$ cat src/rtl/epmc_pkg.sv
// ----------------------------------------------------------------------------
// epmc_pkg: shared types and constants of the motor speed controller
// Command codes, register indexes, sequencer states and default parameters.
// ----------------------------------------------------------------------------
package epmc_pkg;

  localparam int MOTORS_DEF     = 2;
  localparam int MAX_FORCE_DEF  = 1000;
  localparam int PWM_PERIOD_DEF = 1000;
  localparam int PID_RESET_MAG  = 10000;

  localparam int CFG_IDX_W  = 3;
  localparam int CFG_DATA_W = 32;

  localparam logic [2:0] CMD_EDGE   = 3'd0;
  localparam logic [2:0] CMD_TICK   = 3'd1;
  localparam logic [2:0] CMD_MOVE   = 3'd2;
  localparam logic [2:0] CMD_TARGET = 3'd3;
  localparam logic [2:0] CMD_CLEAR  = 3'd4;
  localparam logic [2:0] CMD_FORCE  = 3'd5;

  localparam logic [CFG_IDX_W-1:0] REG_COEF_A     = 3'd0;
  localparam logic [CFG_IDX_W-1:0] REG_COEF_B     = 3'd1;
  localparam logic [CFG_IDX_W-1:0] REG_COEF_C     = 3'd2;
  localparam logic [CFG_IDX_W-1:0] REG_LIMIT_EN   = 3'd3;
  localparam logic [CFG_IDX_W-1:0] REG_LIMIT_MAX  = 3'd4;
  localparam logic [CFG_IDX_W-1:0] REG_LIMIT_MIN  = 3'd5;
  localparam logic [CFG_IDX_W-1:0] REG_PID_EN     = 3'd6;
  localparam logic [CFG_IDX_W-1:0] REG_SCALE      = 3'd7;

  typedef enum logic [2:0] {
    S_IDLE,
    S_EXEC,
    S_DIV,
    S_SPEED,
    S_MAC,
    S_PID,
    S_MOVE,
    S_RESULT
  } state_t;

endpackage

$ cat src/rtl/epmc_if.sv
// ----------------------------------------------------------------------------
// epmc_if: command and result channels
// Valid/ready channels carrying one command item and one result item.
// ----------------------------------------------------------------------------
interface epmc_in_if;
  logic               valid;
  logic               ready;
  logic [2:0]         cmd;
  logic               motor;
  logic [31:0]        timer_value;
  logic               phase_b;
  logic signed [15:0] value;
  logic signed [31:0] step_distance;

  modport source (output valid, cmd, motor, timer_value, phase_b, value, step_distance,
                  input ready);
  modport sink (input valid, cmd, motor, timer_value, phase_b, value, step_distance,
                output ready);
endinterface

interface epmc_out_if;
  logic               valid;
  logic               ready;
  logic               motor_out;
  logic signed [15:0] measured_speed;
  logic signed [10:0] drive_force;
  logic [9:0]         duty_a;
  logic [9:0]         duty_b;
  logic               moving;
  logic signed [31:0] position;

  modport source (output valid, motor_out, measured_speed, drive_force, duty_a, duty_b,
                  moving, position, input ready);
  modport sink (input valid, motor_out, measured_speed, drive_force, duty_a, duty_b,
                moving, position, output ready);
endinterface

$ cat src/rtl/encoder_pid_motor_controller_core.sv
// ----------------------------------------------------------------------------
// encoder_pid_motor_controller_core: encoder speed loop with incremental PID
// Per-motor speed measurement, PID, PWM duty split and stepping moves.
// ----------------------------------------------------------------------------
// Usage: command items arrive on cmd_chan; each accepted transaction gives
// exactly one result transaction on result_chan describing the addressed
// motor after the command. The user must write registers through cfg_we,
// cfg_index and cfg_data only while the block is idle; it is not enforced.
// Sequence: an edge, move, target, clear or force command is accepted in the
// idle state, executed in the execute state and its result loaded into the
// output register in the result state, before the next command is taken. A
// control tick with a non-zero interval and PID enabled also passes through
// the divide, speed, multiply-accumulate, PID and move states, waiting on the
// bit-serial divider and on the shared multiplier stepping through the three
// PID products and the final sum. A tick without an edge, with a zero interval
// or with PID disabled skips the unit concerned.
// Throughput: one item at a time; cmd_chan.ready is high only while the
// sequencer waits for a new command.
// The result sits in an output register; a new command is accepted while it
// waits, and the sequencer holds the next result until the receiver has
// taken the previous one.
// Reset (synchronous, rst high) clears all per-motor state, empties the
// output register and loads the register defaults.
// ----------------------------------------------------------------------------
module encoder_pid_motor_controller_core #(
  parameter int MOTORS     = epmc_pkg::MOTORS_DEF,
  parameter int MAX_FORCE  = epmc_pkg::MAX_FORCE_DEF,
  parameter int PWM_PERIOD = epmc_pkg::PWM_PERIOD_DEF
) (
  input  logic                              clk,
  input  logic                              rst,
  epmc_in_if.sink                           cmd_chan,
  epmc_out_if.source                        result_chan,
  input  logic                              cfg_we,
  input  logic [epmc_pkg::CFG_IDX_W-1:0]    cfg_index,
  input  logic [epmc_pkg::CFG_DATA_W-1:0]   cfg_data
);

  localparam int MIDX    = (MOTORS > 1) ? $clog2(MOTORS) : 1;
  localparam int FW      = $clog2(MAX_FORCE + 1) + 1;
  localparam int RATIO   = PWM_PERIOD / MAX_FORCE;
  localparam int RESET_L = epmc_pkg::PID_RESET_MAG * 256;

  // Configuration registers.
  logic signed [15:0] coef_a, coef_b, coef_c, limit_max, limit_min;
  logic               limit_enable, pid_enable;
  logic [31:0]        speed_scale;

  // Per-motor state.
  logic [31:0]        last_capture   [MOTORS];
  logic [31:0]        edge_interval  [MOTORS];
  logic               edge_seen      [MOTORS];
  logic               going_backward [MOTORS];
  logic [31:0]        step_position  [MOTORS];
  logic [31:0]        step_goal      [MOTORS];
  logic               move_active    [MOTORS];
  logic               move_upward    [MOTORS];
  logic signed [15:0] move_speed     [MOTORS];
  logic signed [15:0] target_speed   [MOTORS];
  logic signed [31:0] pid_accum      [MOTORS];
  logic signed [17:0] err_last       [MOTORS];
  logic signed [17:0] err_prev       [MOTORS];
  logic signed [15:0] speed_now      [MOTORS];
  logic signed [FW-1:0] force_now    [MOTORS];

  // Captured command.
  logic [2:0]         cmd;
  logic               motor;
  logic [31:0]        timer_value;
  logic               phase_b;
  logic signed [15:0] value;
  logic signed [31:0] step_distance;

  epmc_pkg::state_t   state, state_next;
  logic signed [15:0] spd;
  logic [MIDX-1:0]    mi;
  logic               motor_ok;

  logic        div_start, div_done, mac_start, mac_done;
  logic [31:0] div_quot;
  logic signed [35:0] mac_sum;
  logic signed [17:0] err_cur;
  logic signed [31:0] acc_base;

  assign mi       = MIDX'(motor);
  assign motor_ok = (32'(motor) < 32'(MOTORS));

  assign err_cur  = 18'(spd) - 18'(target_speed[mi]);
  // An accumulator that has run up to the reset magnitude starts again from zero.
  assign acc_base = (pid_accum[mi] >= 32'(RESET_L) || pid_accum[mi] <= -32'(RESET_L))
                    ? 32'sd0 : pid_accum[mi];

  epmc_div u_div (
    .clk  (clk),
    .rst  (rst),
    .start(div_start),
    .num  (speed_scale),
    .den  (edge_interval[mi]),
    .done (div_done),
    .quot (div_quot)
  );

  epmc_mac u_mac (
    .clk  (clk),
    .rst  (rst),
    .start(mac_start),
    .base (acc_base),
    .coef0(coef_a),
    .coef1(coef_b),
    .coef2(coef_c),
    .err0 (err_cur),
    .err1 (err_last[mi]),
    .err2 (err_prev[mi]),
    .done (mac_done),
    .sum  (mac_sum)
  );

  // Next-state logic.
  always_comb begin
    state_next = state;
    case (state)
      epmc_pkg::S_IDLE: begin
        if (cmd_chan.valid) state_next = epmc_pkg::S_EXEC;
      end
      epmc_pkg::S_EXEC: begin
        if (motor_ok && cmd == epmc_pkg::CMD_TICK) begin
          if (edge_seen[mi] && edge_interval[mi] != 32'd0) state_next = epmc_pkg::S_DIV;
          else state_next = epmc_pkg::S_SPEED;
        end else begin
          state_next = epmc_pkg::S_RESULT;
        end
      end
      epmc_pkg::S_DIV: begin
        if (div_done) state_next = epmc_pkg::S_SPEED;
      end
      epmc_pkg::S_SPEED: begin
        state_next = pid_enable ? epmc_pkg::S_MAC : epmc_pkg::S_MOVE;
      end
      epmc_pkg::S_MAC: begin
        if (mac_done) state_next = epmc_pkg::S_PID;
      end
      epmc_pkg::S_PID:  state_next = epmc_pkg::S_MOVE;
      epmc_pkg::S_MOVE: state_next = epmc_pkg::S_RESULT;
      epmc_pkg::S_RESULT: begin
        if (!result_chan.valid || result_chan.ready) state_next = epmc_pkg::S_IDLE;
      end
      default: state_next = epmc_pkg::S_IDLE;
    endcase
  end

  // Control outputs of the sequencer.
  always_comb begin
    cmd_chan.ready = 1'b0;
    div_start      = 1'b0;
    mac_start      = 1'b0;
    case (state)
      epmc_pkg::S_IDLE: cmd_chan.ready = 1'b1;
      epmc_pkg::S_EXEC: begin
        div_start = motor_ok && cmd == epmc_pkg::CMD_TICK && edge_seen[mi]
                    && edge_interval[mi] != 32'd0;
      end
      epmc_pkg::S_SPEED: mac_start = pid_enable;
      default: ;
    endcase
  end

  always_ff @(posedge clk) begin
    if (rst) state <= epmc_pkg::S_IDLE;
    else     state <= state_next;
  end

  // Configuration writes.
  always_ff @(posedge clk) begin
    if (rst) begin
      coef_a       <= '0;
      coef_b       <= '0;
      coef_c       <= '0;
      limit_enable <= 1'b0;
      limit_max    <= 16'sd32767;
      limit_min    <= -16'sd32768;
      pid_enable   <= 1'b1;
      speed_scale  <= 32'd1000000;
    end else if (cfg_we) begin
      case (cfg_index)
        epmc_pkg::REG_COEF_A:    coef_a       <= cfg_data[15:0];
        epmc_pkg::REG_COEF_B:    coef_b       <= cfg_data[15:0];
        epmc_pkg::REG_COEF_C:    coef_c       <= cfg_data[15:0];
        epmc_pkg::REG_LIMIT_EN:  limit_enable <= cfg_data[0];
        epmc_pkg::REG_LIMIT_MAX: limit_max    <= cfg_data[15:0];
        epmc_pkg::REG_LIMIT_MIN: limit_min    <= cfg_data[15:0];
        epmc_pkg::REG_PID_EN:    pid_enable   <= cfg_data[0];
        epmc_pkg::REG_SCALE:     speed_scale  <= cfg_data;
        default: ;
      endcase
    end
  end

  // PID finishing arithmetic, used in the PID state once the products are summed.
  logic signed [31:0] acc_sat, acc_lim, acc_q;
  logic signed [31:0] lim_hi, lim_lo, frc_full;
  logic signed [FW-1:0] frc_pid, frc_cmd;

  always_comb begin
    if (mac_sum > 36'sh07FFFFFFF)       acc_sat = 32'sh7FFFFFFF;
    else if (mac_sum < -36'sh080000000) acc_sat = 32'sh80000000;
    else                                acc_sat = mac_sum[31:0];
    lim_hi  = 32'(limit_max) <<< 8;
    lim_lo  = 32'(limit_min) <<< 8;
    acc_lim = acc_sat;
    if (limit_enable) begin
      if (acc_sat > lim_hi)      acc_lim = lim_hi;
      else if (acc_sat < lim_lo) acc_lim = lim_lo;
    end
    // Division by 256 rounded toward zero.
    acc_q = acc_lim[31] ? ((acc_lim + 32'sd255) >>> 8) : (acc_lim >>> 8);
    if (acc_q > 32'(MAX_FORCE))       frc_pid = FW'(MAX_FORCE);
    else if (acc_q < -32'(MAX_FORCE)) frc_pid = FW'(-MAX_FORCE);
    else                              frc_pid = acc_q[FW-1:0];
    frc_full = 32'(value);
    if (frc_full > 32'(MAX_FORCE))       frc_cmd = FW'(MAX_FORCE);
    else if (frc_full < -32'(MAX_FORCE)) frc_cmd = FW'(-MAX_FORCE);
    else                                 frc_cmd = frc_full[FW-1:0];
  end

  // Move start: speed sign follows the sign of the distance.
  logic signed [15:0] mv_spd;
  always_comb begin
    mv_spd = value;
    if ((value > 16'sd0 && step_distance < 32'sd0) ||
        (value < 16'sd0 && step_distance > 32'sd0)) begin
      mv_spd = (value == -16'sd32768) ? 16'sd32767 : -value;
    end
  end

  logic [15:0] q_sat;
  assign q_sat = (div_quot > 32'd32767) ? 16'd32767 : div_quot[15:0];

  // Result fields from the addressed motor.
  logic signed [31:0] frc_ext;
  logic [31:0]        mag, duty;
  assign frc_ext = 32'(force_now[mi]);
  assign mag     = frc_ext[31] ? 32'(-frc_ext) : 32'(frc_ext);
  assign duty    = mag * 32'(RATIO);

  // Datapath.
  always_ff @(posedge clk) begin
    if (rst) begin
      for (int i = 0; i < MOTORS; i++) begin
        last_capture[i]   <= '0;
        edge_interval[i]  <= '0;
        edge_seen[i]      <= 1'b0;
        going_backward[i] <= 1'b0;
        step_position[i]  <= '0;
        step_goal[i]      <= '0;
        move_active[i]    <= 1'b0;
        move_upward[i]    <= 1'b0;
        move_speed[i]     <= '0;
        target_speed[i]   <= '0;
        pid_accum[i]      <= '0;
        err_last[i]       <= '0;
        err_prev[i]       <= '0;
        speed_now[i]      <= '0;
        force_now[i]      <= '0;
      end
      result_chan.valid <= 1'b0;
    end else begin
      // In the result state the register is either reloaded or left alone.
      if (state != epmc_pkg::S_RESULT && result_chan.valid && result_chan.ready)
        result_chan.valid <= 1'b0;
      case (state)
        epmc_pkg::S_IDLE: begin
          if (cmd_chan.valid) begin
            cmd           <= cmd_chan.cmd;
            motor         <= cmd_chan.motor;
            timer_value   <= cmd_chan.timer_value;
            phase_b       <= cmd_chan.phase_b;
            value         <= cmd_chan.value;
            step_distance <= cmd_chan.step_distance;
          end
        end
        epmc_pkg::S_EXEC: begin
          if (motor_ok) begin
            case (cmd)
              epmc_pkg::CMD_EDGE: begin
                edge_interval[mi]  <= last_capture[mi] - timer_value;
                last_capture[mi]   <= timer_value;
                going_backward[mi] <= phase_b;
                step_position[mi]  <= phase_b ? step_position[mi] - 32'd1
                                              : step_position[mi] + 32'd1;
                edge_seen[mi]      <= 1'b1;
              end
              epmc_pkg::CMD_TICK: begin
                // No edge gives zero speed; a zero interval saturates.
                if (!edge_seen[mi])            spd <= '0;
                else if (going_backward[mi])   spd <= -16'sd32767;
                else                           spd <= 16'sd32767;
              end
              epmc_pkg::CMD_MOVE: begin
                if (!move_active[mi]) begin
                  move_upward[mi] <= (step_distance > 32'sd0);
                  move_active[mi] <= 1'b1;
                  step_goal[mi]   <= step_position[mi] + step_distance;
                  move_speed[mi]  <= mv_spd;
                end
              end
              epmc_pkg::CMD_TARGET: target_speed[mi] <= value;
              epmc_pkg::CMD_CLEAR: begin
                pid_accum[mi]    <= '0;
                target_speed[mi] <= '0;
                err_last[mi]     <= '0;
                err_prev[mi]     <= '0;
              end
              epmc_pkg::CMD_FORCE: force_now[mi] <= frc_cmd;
              default: ;
            endcase
          end
        end
        epmc_pkg::S_DIV: begin
          if (div_done) spd <= going_backward[mi] ? -signed'(q_sat) : signed'(q_sat);
        end
        epmc_pkg::S_SPEED: begin
          speed_now[mi] <= spd;
          edge_seen[mi] <= 1'b0;
          if (pid_enable) begin
            err_prev[mi] <= err_last[mi];
            err_last[mi] <= err_cur;
          end
        end
        epmc_pkg::S_PID: begin
          pid_accum[mi] <= acc_lim;
          force_now[mi] <= frc_pid;
        end
        epmc_pkg::S_MOVE: begin
          if (move_active[mi]) begin
            if (move_upward[mi] ? ($signed(step_position[mi]) > $signed(step_goal[mi]))
                                : ($signed(step_position[mi]) < $signed(step_goal[mi]))) begin
              move_active[mi]  <= 1'b0;
              target_speed[mi] <= '0;
            end else begin
              target_speed[mi] <= move_speed[mi];
            end
          end
        end
        epmc_pkg::S_RESULT: begin
          if (!result_chan.valid || result_chan.ready) begin
            result_chan.valid     <= 1'b1;
            result_chan.motor_out <= motor;
            if (motor_ok) begin
              result_chan.measured_speed <= speed_now[mi];
              result_chan.drive_force    <= frc_ext[10:0];
              result_chan.duty_a         <= (frc_ext > 32'sd0) ? duty[9:0] : 10'd0;
              result_chan.duty_b         <= (frc_ext < 32'sd0) ? duty[9:0] : 10'd0;
              result_chan.moving         <= move_active[mi];
              result_chan.position       <= step_position[mi];
            end else begin
              result_chan.measured_speed <= '0;
              result_chan.drive_force    <= '0;
              result_chan.duty_a         <= '0;
              result_chan.duty_b         <= '0;
              result_chan.moving         <= 1'b0;
              result_chan.position       <= '0;
            end
          end
        end
        default: ;
      endcase
    end
  end

endmodule

$ cat src/rtl/epmc_div.sv
// ----------------------------------------------------------------------------
// epmc_div: iterative unsigned divider
// Restoring 32 by 32 bit division, one quotient bit per cycle while busy.
// ----------------------------------------------------------------------------
module epmc_div (
  input  logic        clk,
  input  logic        rst,
  input  logic        start,
  input  logic [31:0] num,
  input  logic [31:0] den,
  output logic        done,
  output logic [31:0] quot
);

  logic [32:0] rem;
  logic [31:0] dvs;
  logic [5:0]  cnt;
  logic        busy;
  logic [32:0] trial;
  logic [32:0] shifted;

  assign shifted = {rem[31:0], quot[31]};
  assign trial   = shifted - {1'b0, dvs};

  always_ff @(posedge clk) begin
    if (rst) begin
      busy <= 1'b0;
      done <= 1'b0;
      cnt  <= '0;
    end else begin
      done <= 1'b0;
      if (start) begin
        busy <= 1'b1;
        cnt  <= 6'd32;
        rem  <= '0;
        quot <= num;
        dvs  <= den;
      end else if (busy) begin
        // The quotient register doubles as the dividend shift register.
        if (!trial[32]) begin
          rem  <= trial;
          quot <= {quot[30:0], 1'b1};
        end else begin
          rem  <= shifted;
          quot <= {quot[30:0], 1'b0};
        end
        cnt <= cnt - 6'd1;
        if (cnt == 6'd1) begin
          busy <= 1'b0;
          done <= 1'b1;
        end
      end
    end
  end

endmodule

$ cat src/rtl/epmc_mac.sv
// ----------------------------------------------------------------------------
// epmc_mac: sequential multiply-accumulate
// Adds three coefficient-times-error products to a base, one multiply a cycle while busy.
// ----------------------------------------------------------------------------
module epmc_mac (
  input  logic               clk,
  input  logic               rst,
  input  logic               start,
  input  logic signed [31:0] base,
  input  logic signed [15:0] coef0,
  input  logic signed [15:0] coef1,
  input  logic signed [15:0] coef2,
  input  logic signed [17:0] err0,
  input  logic signed [17:0] err1,
  input  logic signed [17:0] err2,
  output logic               done,
  output logic signed [35:0] sum
);

  logic signed [15:0] c_q [3];
  logic signed [17:0] e_q [3];
  logic signed [33:0] prod;
  logic               prod_vld;
  logic [1:0]         step;
  logic               busy;
  logic signed [15:0] c_sel;
  logic signed [17:0] e_sel;

  always_comb begin
    case (step)
      2'd0:    begin c_sel = c_q[0]; e_sel = e_q[0]; end
      2'd1:    begin c_sel = c_q[1]; e_sel = e_q[1]; end
      2'd2:    begin c_sel = c_q[2]; e_sel = e_q[2]; end
      default: begin c_sel = '0;     e_sel = '0;     end
    endcase
  end

  always_ff @(posedge clk) begin
    if (rst) begin
      busy     <= 1'b0;
      done     <= 1'b0;
      prod_vld <= 1'b0;
      step     <= '0;
    end else begin
      done <= 1'b0;
      if (start) begin
        busy     <= 1'b1;
        step     <= '0;
        prod_vld <= 1'b0;
        sum      <= 36'(base);
        c_q[0]   <= coef0;
        c_q[1]   <= coef1;
        c_q[2]   <= coef2;
        e_q[0]   <= err0;
        e_q[1]   <= err1;
        e_q[2]   <= err2;
      end else if (busy) begin
        prod     <= c_sel * e_sel;
        prod_vld <= (step != 2'd3);
        if (prod_vld) begin
          sum <= sum + 36'(prod);
        end
        if (step == 2'd3) begin
          busy <= 1'b0;
          done <= 1'b1;
        end else begin
          step <= step + 2'd1;
        end
      end
    end
  end

endmodule

$ cat src/flat_wrapper.sv
// flat-port wrapper written by rule: the top's interface ports become plain ports
module encoder_pid_motor_controller_core_flat 
#(
  parameter int MOTORS     = epmc_pkg::MOTORS_DEF,
  parameter int MAX_FORCE  = epmc_pkg::MAX_FORCE_DEF,
  parameter int PWM_PERIOD = epmc_pkg::PWM_PERIOD_DEF
)
  (clk, rst, cfg_we, cfg_index, cfg_data, cmd_chan_valid, cmd_chan_cmd, cmd_chan_motor, cmd_chan_timer_value, cmd_chan_phase_b, cmd_chan_value, cmd_chan_step_distance, cmd_chan_ready, result_chan_valid, result_chan_motor_out, result_chan_measured_speed, result_chan_drive_force, result_chan_duty_a, result_chan_duty_b, result_chan_moving, result_chan_position, result_chan_ready);
  epmc_in_if cmd_chan_i ();
  epmc_out_if result_chan_i ();
  input  logic clk;
  input  logic rst;
  input  logic cfg_we;
  input  logic [epmc_pkg::CFG_IDX_W-1:0] cfg_index;
  input  logic [epmc_pkg::CFG_DATA_W-1:0] cfg_data;
  input wire logic [$bits(cmd_chan_i.valid)-1:0] cmd_chan_valid;
  input wire logic [$bits(cmd_chan_i.cmd)-1:0] cmd_chan_cmd;
  input wire logic [$bits(cmd_chan_i.motor)-1:0] cmd_chan_motor;
  input wire logic [$bits(cmd_chan_i.timer_value)-1:0] cmd_chan_timer_value;
  input wire logic [$bits(cmd_chan_i.phase_b)-1:0] cmd_chan_phase_b;
  input wire logic [$bits(cmd_chan_i.value)-1:0] cmd_chan_value;
  input wire logic [$bits(cmd_chan_i.step_distance)-1:0] cmd_chan_step_distance;
  output wire logic [$bits(cmd_chan_i.ready)-1:0] cmd_chan_ready;
  output wire logic [$bits(result_chan_i.valid)-1:0] result_chan_valid;
  output wire logic [$bits(result_chan_i.motor_out)-1:0] result_chan_motor_out;
  output wire logic [$bits(result_chan_i.measured_speed)-1:0] result_chan_measured_speed;
  output wire logic [$bits(result_chan_i.drive_force)-1:0] result_chan_drive_force;
  output wire logic [$bits(result_chan_i.duty_a)-1:0] result_chan_duty_a;
  output wire logic [$bits(result_chan_i.duty_b)-1:0] result_chan_duty_b;
  output wire logic [$bits(result_chan_i.moving)-1:0] result_chan_moving;
  output wire logic [$bits(result_chan_i.position)-1:0] result_chan_position;
  input wire logic [$bits(result_chan_i.ready)-1:0] result_chan_ready;
  assign cmd_chan_i.valid = cmd_chan_valid;
  assign cmd_chan_i.cmd = cmd_chan_cmd;
  assign cmd_chan_i.motor = cmd_chan_motor;
  assign cmd_chan_i.timer_value = cmd_chan_timer_value;
  assign cmd_chan_i.phase_b = cmd_chan_phase_b;
  assign cmd_chan_i.value = cmd_chan_value;
  assign cmd_chan_i.step_distance = cmd_chan_step_distance;
  assign cmd_chan_ready = cmd_chan_i.ready;
  assign result_chan_valid = result_chan_i.valid;
  assign result_chan_motor_out = result_chan_i.motor_out;
  assign result_chan_measured_speed = result_chan_i.measured_speed;
  assign result_chan_drive_force = result_chan_i.drive_force;
  assign result_chan_duty_a = result_chan_i.duty_a;
  assign result_chan_duty_b = result_chan_i.duty_b;
  assign result_chan_moving = result_chan_i.moving;
  assign result_chan_position = result_chan_i.position;
  assign result_chan_i.ready = result_chan_ready;
  encoder_pid_motor_controller_core #(.MOTORS(MOTORS), .MAX_FORCE(MAX_FORCE), .PWM_PERIOD(PWM_PERIOD)) u_core (.clk(clk), .rst(rst), .cmd_chan(cmd_chan_i), .result_chan(result_chan_i), .cfg_we(cfg_we), .cfg_index(cfg_index), .cfg_data(cfg_data));
endmodule
$ cat config.mk
export PLATFORM = sky130hd
export DESIGN_NAME = encoder_pid_motor_controller_core_flat
export DESIGN_NICKNAME = d
export VERILOG_FILES = /design/src/rtl/epmc_pkg.sv /design/src/rtl/epmc_if.sv /design/src/rtl/encoder_pid_motor_controller_core.sv /design/src/rtl/epmc_div.sv /design/src/rtl/epmc_mac.sv /design/src/flat_wrapper.sv
export SDC_FILE = /design/constraint.sdc
export NUM_CORES = 2
export LEC_CHECK = 0
export ABC_CLOCK_PERIOD_IN_PS = 12100
export BUFFER_PORTS_ARGS = -buffer_cell sky130_fd_sc_hd__buf_2
export CORE_MARGIN = 1.5
export CORE_UTILIZATION = 52
export DETAILED_ROUTE_END_ITERATION = 8
export PLACE_DENSITY = 0.7
export SYNTH_ARGS = -nofsm -noshare
export SYNTH_HDL_FRONTEND = slang
export SYNTH_SLANG_ARGS = --single-unit
$ cat constraint.sdc
create_clock -name clk -period 12.1 [get_ports clk]
set_clock_uncertainty 0.15 [all_clocks]
set_input_delay 0.605 -clock clk [delete_from_list [all_inputs] [get_ports clk]]
set_output_delay 0.605 -clock clk [all_outputs]
set_load 0.02 [all_outputs]
Yosys cells after proc, flatten, opt, wreduce, memory -nomap -nowiden
Memories as Yosys holds them, arrays and structs flattened. A register that Yosys moved wholly into a read port is not among the register bits.
Index checks and enable logic that the tools add are counted.
{"block": "totals", "reg_bits": 463, "ramBits": 620, "inputBits": 125, "output_inout_bits": 83, "word_cells": 358, "n_memories": 17}
{"block": "op_classes", "n_addsub": 13, "mul": 1, "order_cmp": 19, "eq_ne": 31, "n_mux": 171, "bitwise_logic": 14, "n_reduce_logical": 56}
{"name": "u_core.edge_interval", "words": 2, "word_bits": 32, "read_ports": 1, "rd_ports_with_merged_regs": 1, "wr": 2, "line_no": "encoder_pid_motor_controller_core.sv:51", "rtl": "logic [31:0] edge_interval [MOTORS];"}
{"name": "u_core.last_capture", "words": 2, "word_bits": 32, "read_ports": 1, "rd_ports_with_merged_regs": 1, "wr": 2, "line_no": "encoder_pid_motor_controller_core.sv:50", "rtl": "logic [31:0] last_capture [MOTORS];"}
{"name": "u_core.pid_accum", "words": 2, "word_bits": 32, "read_ports": 1, "rd_ports_with_merged_regs": 1, "wr": 2, "line_no": "encoder_pid_motor_controller_core.sv:60", "rtl": "logic signed [31:0] pid_accum [MOTORS];"}
{"name": "u_core.step_goal", "words": 2, "word_bits": 32, "read_ports": 1, "rd_ports_with_merged_regs": 1, "wr": 2, "line_no": "encoder_pid_motor_controller_core.sv:55", "rtl": "logic [31:0] step_goal [MOTORS];"}
{"name": "u_core.step_position", "words": 2, "word_bits": 32, "read_ports": 1, "rd_ports_with_merged_regs": 1, "wr": 2, "line_no": "encoder_pid_motor_controller_core.sv:54", "rtl": "logic [31:0] step_position [MOTORS];"}
{"name": "u_core.u_mac.e_q", "words": 3, "word_bits": 18, "read_ports": 3, "rd_ports_with_merged_regs": 0, "wr": 3, "line_no": "epmc_mac.sv:21", "rtl": "logic signed [17:0] e_q [3];"}
{"name": "11 more memories"}
{"op": "32-bit two-way mux", "n": 18}
{"op": "16-bit two-way mux", "n": 14}
{"op": "32-bit OR reduction", "n": 5}
{"op": "1-bit two-way mux", "n": 113}
{"op": "36-bit two-way mux", "n": 3}
{"op": "18-bit two-way mux", "n": 4}
{"op": "11-bit two-way mux", "n": 6}
{"op": "18-bit one-hot mux with 3 select lines", "n": 1}
{"op": "16-bit one-hot mux with 3 select lines", "n": 1}
{"op": "16-bit OR reduction", "n": 3}
{"op": "36-bit by 34-bit adder with 36-bit output", "n": 1}
{"op": "36-bit by 32-bit greater-than comparator with 1-bit output (second input constant)", "n": 1}
{"op": "36-bit by 32-bit less-than comparator with 1-bit output (second input constant)", "n": 1}
{"op": "18-bit OR reduction", "n": 2}
{"op": "16-bit by 18-bit multiplier with 34-bit output", "n": 1}
{"op": "33-bit by 32-bit subtractor with 33-bit output", "n": 1}
{"op": "32-bit by 1-bit adder with 32-bit output (second input constant)", "n": 1}
{"op": "32-bit adder", "n": 1}
{"op": "32-bit by 9-bit adder with 32-bit output (second input constant)", "n": 1}
{"op": "32-bit by 23-bit >= comparator with 1-bit output (second input constant)", "n": 1}
{"op": "32-bit by 1-bit greater-than comparator with 1-bit output (second input constant)", "n": 1}
{"op": "32-bit by 11-bit greater-than comparator with 1-bit output (second input constant)", "n": 1}
{"op": "32-bit by 15-bit greater-than comparator with 1-bit output (second input constant)", "n": 1}
{"op": "32-bit by 24-bit greater-than comparator with 1-bit output", "n": 1}
{"op": "other kinds (51)", "n": 122}

Longest topological paths before layout
{"block": "depth", "ltp_word": 14, "ltp_mapped": 34, "ltp_nobuf": 31}

By module
A second synthesis with hierarchy kept.
{"block": "hier_totals", "hier_cells": 6152, "area_unflattened_um2": 66202.2}
{"mod": "encoder_pid_motor_controller_core", "instances": 1, "cells_each": 3748, "area_per_inst_um2": 41313.4, "seq_area_each_um2": 23282.3}
{"mod": "epmc_mac", "instances": 1, "cells_each": 1882, "area_per_inst_um2": 18992.0, "seq_area_each_um2": 5265.0}
{"mod": "epmc_div", "instances": 1, "cells_each": 522, "area_per_inst_um2": 5896.9, "seq_area_each_um2": 3042.9}

Worst setup path before layout
No wires, ideal clock.
{"block": "synth_path", "path_type": "register to register", "startpoint": "reg u_core.u_mac.step[1]", "endpoint": "reg u_core.u_mac.prod[33], data pin", "setup_time_ns": 0.260, "t_arrival_ns": 8.024, "required_ns": 11.690, "slack_ns": 3.666, "path_stages_with_launch": 34, "n_path_buf": 3, "synth_period_minus_slack_ns": 8.434, "path_cell_list": "dfxtp_1 inv_1 ha_1 clkbuf_1 buf_1 a22oi_1 a21oi_1 clkbuf_1 nand2_1 fa_1 inv_1 fa_1 inv_1 fa_1 inv_1 fa_1 inv_1 fa_1 inv_1 fa_1 ha_1 or3_1 o21ai_0 a21oi_1 a41o_1 o41ai_1 o311a_1 a2111oi_0 a211o_1 nor4_1 nor3_1 a21o_1 a21oi_1 xnor2_1"}
{"block": "synth_via", "elab_chain_cells": 3, "word_cells_on_any_way": 6, "classes_between": "1 x mul; 2 x eq/ne; 2 x mux; 1 x reduce/logical"}
{"item": "from (decl)", "line_no": "epmc_mac.sv:24", "rtl": "logic [1:0] step;"}
{"item": "from (signal assigned)", "line_no": "epmc_mac.sv:67", "rtl": "step <= step + 2'd1;"}
{"item": "2-bit equality test (tied with other cells)", "line_no": "epmc_mac.sv:30", "rtl": "case (step)"}
{"item": "16-bit one-hot mux with 3 select lines / 18-bit one-hot mux with 3 select lines (equally long branches)", "line_no": "epmc_mac.sv:30"}
{"item": "16-bit by 18-bit multiplier with 34-bit output (*)", "line_no": "epmc_mac.sv:58", "rtl": "prod <= c_sel * e_sel;"}
{"item": "to (signal assigned)", "line_no": "epmc_mac.sv:58"}
{"item": "to (decl)", "line_no": "epmc_mac.sv:22", "rtl": "logic signed [33:0] prod;"}
Every way passes the cells marked *; elsewhere a longest branch is shown, timed or not.
A chain may end at the register's enable or synchronous reset.

Worst setup path in the final report
{"block": "layout_path", "startpoint": "reg u_core.u_mac.step[0]", "endpoint": "reg u_core.u_mac.prod[33], data pin"}
The elaborated chain is that of the path after synthesis.

==> results.py <==
metrics = {
    "sta": {
        "post-route-period-util": 0.758,
        "rsz0062_at_grt": "false",
        "drv_slew": 0,
        "hold_violations": 0,
        "whs_ns": 0.0980,
        "min_period_ns": 9.17,
        "fmax_mhz": 109,
        "finalWorstSetupSlack_ns": 2.93,
        "setup_viol": 0,
        "slew_headroom": 0.0915,
        "setup_tns_ns": 0,
        "worstMarginPinSlew_ns": 1.36,
    },
    "synthesis": {
        "avgSynthCellArea_sq_um": 10.9,
        "ys_ff_latch": 1093,
        "postSynth.asyncResetShare": 0,
        "postSynthCellCount": 5925,
        "synth_area_sq_um": 64600,
        "yosysSeqAreaShare": 0.487,
        "yosysUniqueCellTypes": 93,
        "synth-edff-count": 961,
        "synthFlopType": "edfxtp_1",
        "synth_nets": 6685,
        "yosys_warnings": 0,
    },
    "route": {
        "num_vias": 45800,
        "drt_iter0_markers": 4324,
        "wirelength_mm": 172,
        "ant_nets": 0,
        "route.detailed.drc": 0,
        "wl_per_cell_um": 21.7,
        "dr.pass1.iters": 6,
        "avgViaCountPerCell": 5.77,
    },
    "min_path": {
        "min_from": "cfg_data[3]",
        "hold_class": "primary input to flop",
        "min_to": "u_core.coef_a[3]$_SDFFE_PP0P_",
        "holdPathStages": 3,
    },
    "worst_setup_path": {
        "regToRegEndpoint": "u_core.u_mac.prod[33]$_DFFE_PP_",
        "r2r-start": "u_core.u_mac.step[0]$_SDFFE_PP0P_",
        "required_ns": 12.44,
        "rrSetupSlack_ns": 2.93,
        "cp-end-kind": "flop",
        "r2r_cells": 32,
        "critPathKind": "flop to flop",
        "cp-start-kind": "flop",
        "slowest_stage": "a21oi_1",
        "worstPathArrival_ns": 9.51,
        "worst_path_largest_cell_delay_ns": 0.99,
        "crit_fanout": 33,
    },
    "power_and_ir_drop": {
        "pwr-share-seq": 0.230,
        "combPwrFrac": 0.610,
        "power.share.switching": 0.437,
        "p_int_mw": 12.4,
        "finalPower_mw": 22.1,
        "ir_drop_uv": 1190,
        "power.share.clock": 0.160,
        "power_switching_mw": 9.65,
        "p_per_area_nw_per_um2": 305,
        "power_leakage_nw": 29.7,
    },
    "outcome": {
        "status": "finished clean",
    },
    "global_routing": {
        "grt_first_pass_wirelength_mm": 263,
        "grt-ovfl-total": 0,
        "grt_max_degree": 95,
        "antenna_found_initial": 4,
        "grt_usage": 0.271,
        "grt_pass1_vias": 45000,
    },
    "layout": {
        "finalNetCount": 6962,
        "utilization": 0.586,
        "final_cells": 7934,
        "fin_area_sq_um": 72300,
        "drive_gt1_frac": 0.110,
        "mostFrequentLayoutCell": "edfxtp_1",
        "area_growth_pct": 11.8,
        "final_cell_mix": "edfxtp_1, nor2_1, nand2_1",
    },
    "clock_network": {
        "max-clock-path-buffers": 3,
        "ctsResizeCount": 0,
        "cts_tree": "built",
        "numCtsBuffers": 113,
        "clock-sinks": 1093,
        "cts_root_buf": "clkbuf_16",
        "clk_pin_slew_ns": 0.08,
        "postCtsSetupRepairBufs": 0,
        "h-tree-depth": 3,
        "clk-insertion-delay-late_ns": 0.74,
    },
    "floorplan": {
        "die_y_um": 356,
        "dieArea_sq_um": 126000,
        "chipWidth_um": 356,
        "start_util": 0.524,
        "fp-row-count": 129,
        "ios": 208,
        "fp.coreArea_sq_um": 123000,
    },
    "place": {
        "numPortBuffers": 207,
        "post_dp_cell_area_sq_um": 67500,
        "post-place-ws_ns": 2.95,
        "routabilityCongestion": 0.968,
        "place_inst": 7623,
        "dp.final_hpwl_mm": 124,
    },
    "job": {
        "drv_cap": 0,
    },
}
routing by layer:
metal,vias up,share of wire,track usage
met5,-,0.000070,0
met4,2,0.027,0.0808
met3,240,0.069,0.0377
met2,1620,0.48,0.446
met1,22600,0.43,0.373
li1,21300,-,-
Yosys cell counts, drive strengths merged (15+ instances only):
cell | instances | area share
o22ai | 19 | 0.0019
a21oi | 273 | 0.021
a22oi | 46 | 0.0053
dfxtp | 132 | 0.041
clkbuf | 184 | 0.011
buf | 32 | 0.0027
xnor2 | 124 | 0.017
nor3 | 130 | 0.011
fa | 288 | 0.089
mux2i | 135 | 0.021
xor2 | 92 | 0.012
mux2 | 177 | 0.031
and2 | 76 | 0.0074
a211oi | 47 | 0.0059
nand2b | 63 | 0.0061
nand3 | 73 | 0.0057
nor2 | 837 | 0.049
edfxtp | 961 | 0.45
o21a | 42 | 0.0049
nand3b | 18 | 0.0021
ha | 347 | 0.067
a21boi | 15 | 0.0017
nand2 | 563 | 0.033
a31oi | 29 | 0.0028
o21bai | 16 | 0.0019
nor2b | 51 | 0.0049
and3 | 46 | 0.0045
o21ai | 177 | 0.014
o31ai | 26 | 0.0030
or3 | 43 | 0.0042
or2 | 27 | 0.0026
nor4 | 41 | 0.0044
inv | 517 | 0.030
nand4 | 44 | 0.0045
a211o | 23 | 0.0031
a21o | 56 | 0.0065
flip-flops by register name (all words and copies together), names as in the netlist, 22 cells and up, named ones only:
register,cells
u_core.u_div.rem,32
u_core.pid_accum,64
u_core.step_distance,32
u_core.move_speed,32
u_core.result_chan.position,32
u_core.speed_now,32
u_core.step_goal,64
u_core.u_mac.e_q,51
u_core.err_last,34
u_core.u_mac.prod,34
u_core.u_mac.sum,36
u_core.target_speed,32
u_core.last_capture,64
u_core.u_div.quot,32
u_core.u_mac.c_q,48
u_core.err_prev,34
u_core.speed_scale,32
u_core.force_now,22
u_core.edge_interval,64
u_core.u_div.dvs,32
u_core.step_position,64
u_core.timer_value,32
how the worst max path moves through the flow:
stage | depth (start not counted) | slack, ns | endpoint | startpoint
global route | 31 | 2.51 | u_core.u_mac.prod[33]$_DFFE_PP_ | u_core.u_mac.step[0]$_SDFFE_PP0P_
floorplan | 33 | 3.67 | u_core.u_mac.prod[33]$_DFFE_PP_ | u_core.u_mac.step[1]$_SDFFE_PP0P_
detailed placement | 32 | 2.95 | u_core.u_mac.prod[33]$_DFFE_PP_ | u_core.u_mac.step[0]$_SDFFE_PP0P_
global placement | 32 | 3.04 | u_core.u_mac.prod[33]$_DFFE_PP_ | u_core.u_mac.step[1]$_SDFFE_PP0P_
finish | 32 | 2.93 | u_core.u_mac.prod[33]$_DFFE_PP_ | u_core.u_mac.step[0]$_SDFFE_PP0P_
CTS | 32 | 2.93 | u_core.u_mac.prod[33]$_DFFE_PP_ | u_core.u_mac.step[0]$_SDFFE_PP0P_
power by group through the flow:
stage	clock network, mW	registers, mW	logic (mW)
6_report	3.53	5.09	13.5
3_3_place_gp	0	5.16	13.3
3_5_place_dp	0	5.17	13.5
2_1_floorplan	0	5.12	9.66
4_1_cts	3.57	5.09	13.6
5_1_grt	3.71	5.11	14.9
area by class of cell:
cell class | count | area (sq um)
clock inverters | 58 | 562
clock buffers | 150 | 3210
fillers | 10200 | 51200
multi-input cells | 4097 | 30500
inverters | 519 | 1950
repair buffers | 378 | 2570
flip-flops and latches | 1093 | 31500
diodes | 2 | 5.00
well taps | 1637 | 2050
worst max-delay path, delay by kind of cell (launching register included):
kind | cells | cell delay [ns]
flip-flops | 1 | 0.36
XOR/XNOR | 1 | 0.08
AO/OA/AOI/OAI | 11 | 3.05
AND/OR/NAND/NOR | 4 | 0.69
buffers and inverters | 8 | 0.94
adder cells (fa/ha/maj) | 8 | 3.64
kinds of logic after synthesis:
kind of cell    Yosys count  share of synthesized area
simple gates           2037                      0.141
flops                  1093                      0.487
compound gates          897                     0.0905
buf+inv                 735                     0.0435
fa+ha+maj               635                      0.156
mux                     312                     0.0517
xor+xnor                216                     0.0294
repair_timing:
action                     CTS  global route
setup endpoints to repair    0             0
hold endpoints to repair   102             0
hold buffers               101             0
(Power assumes the default switching activity.)
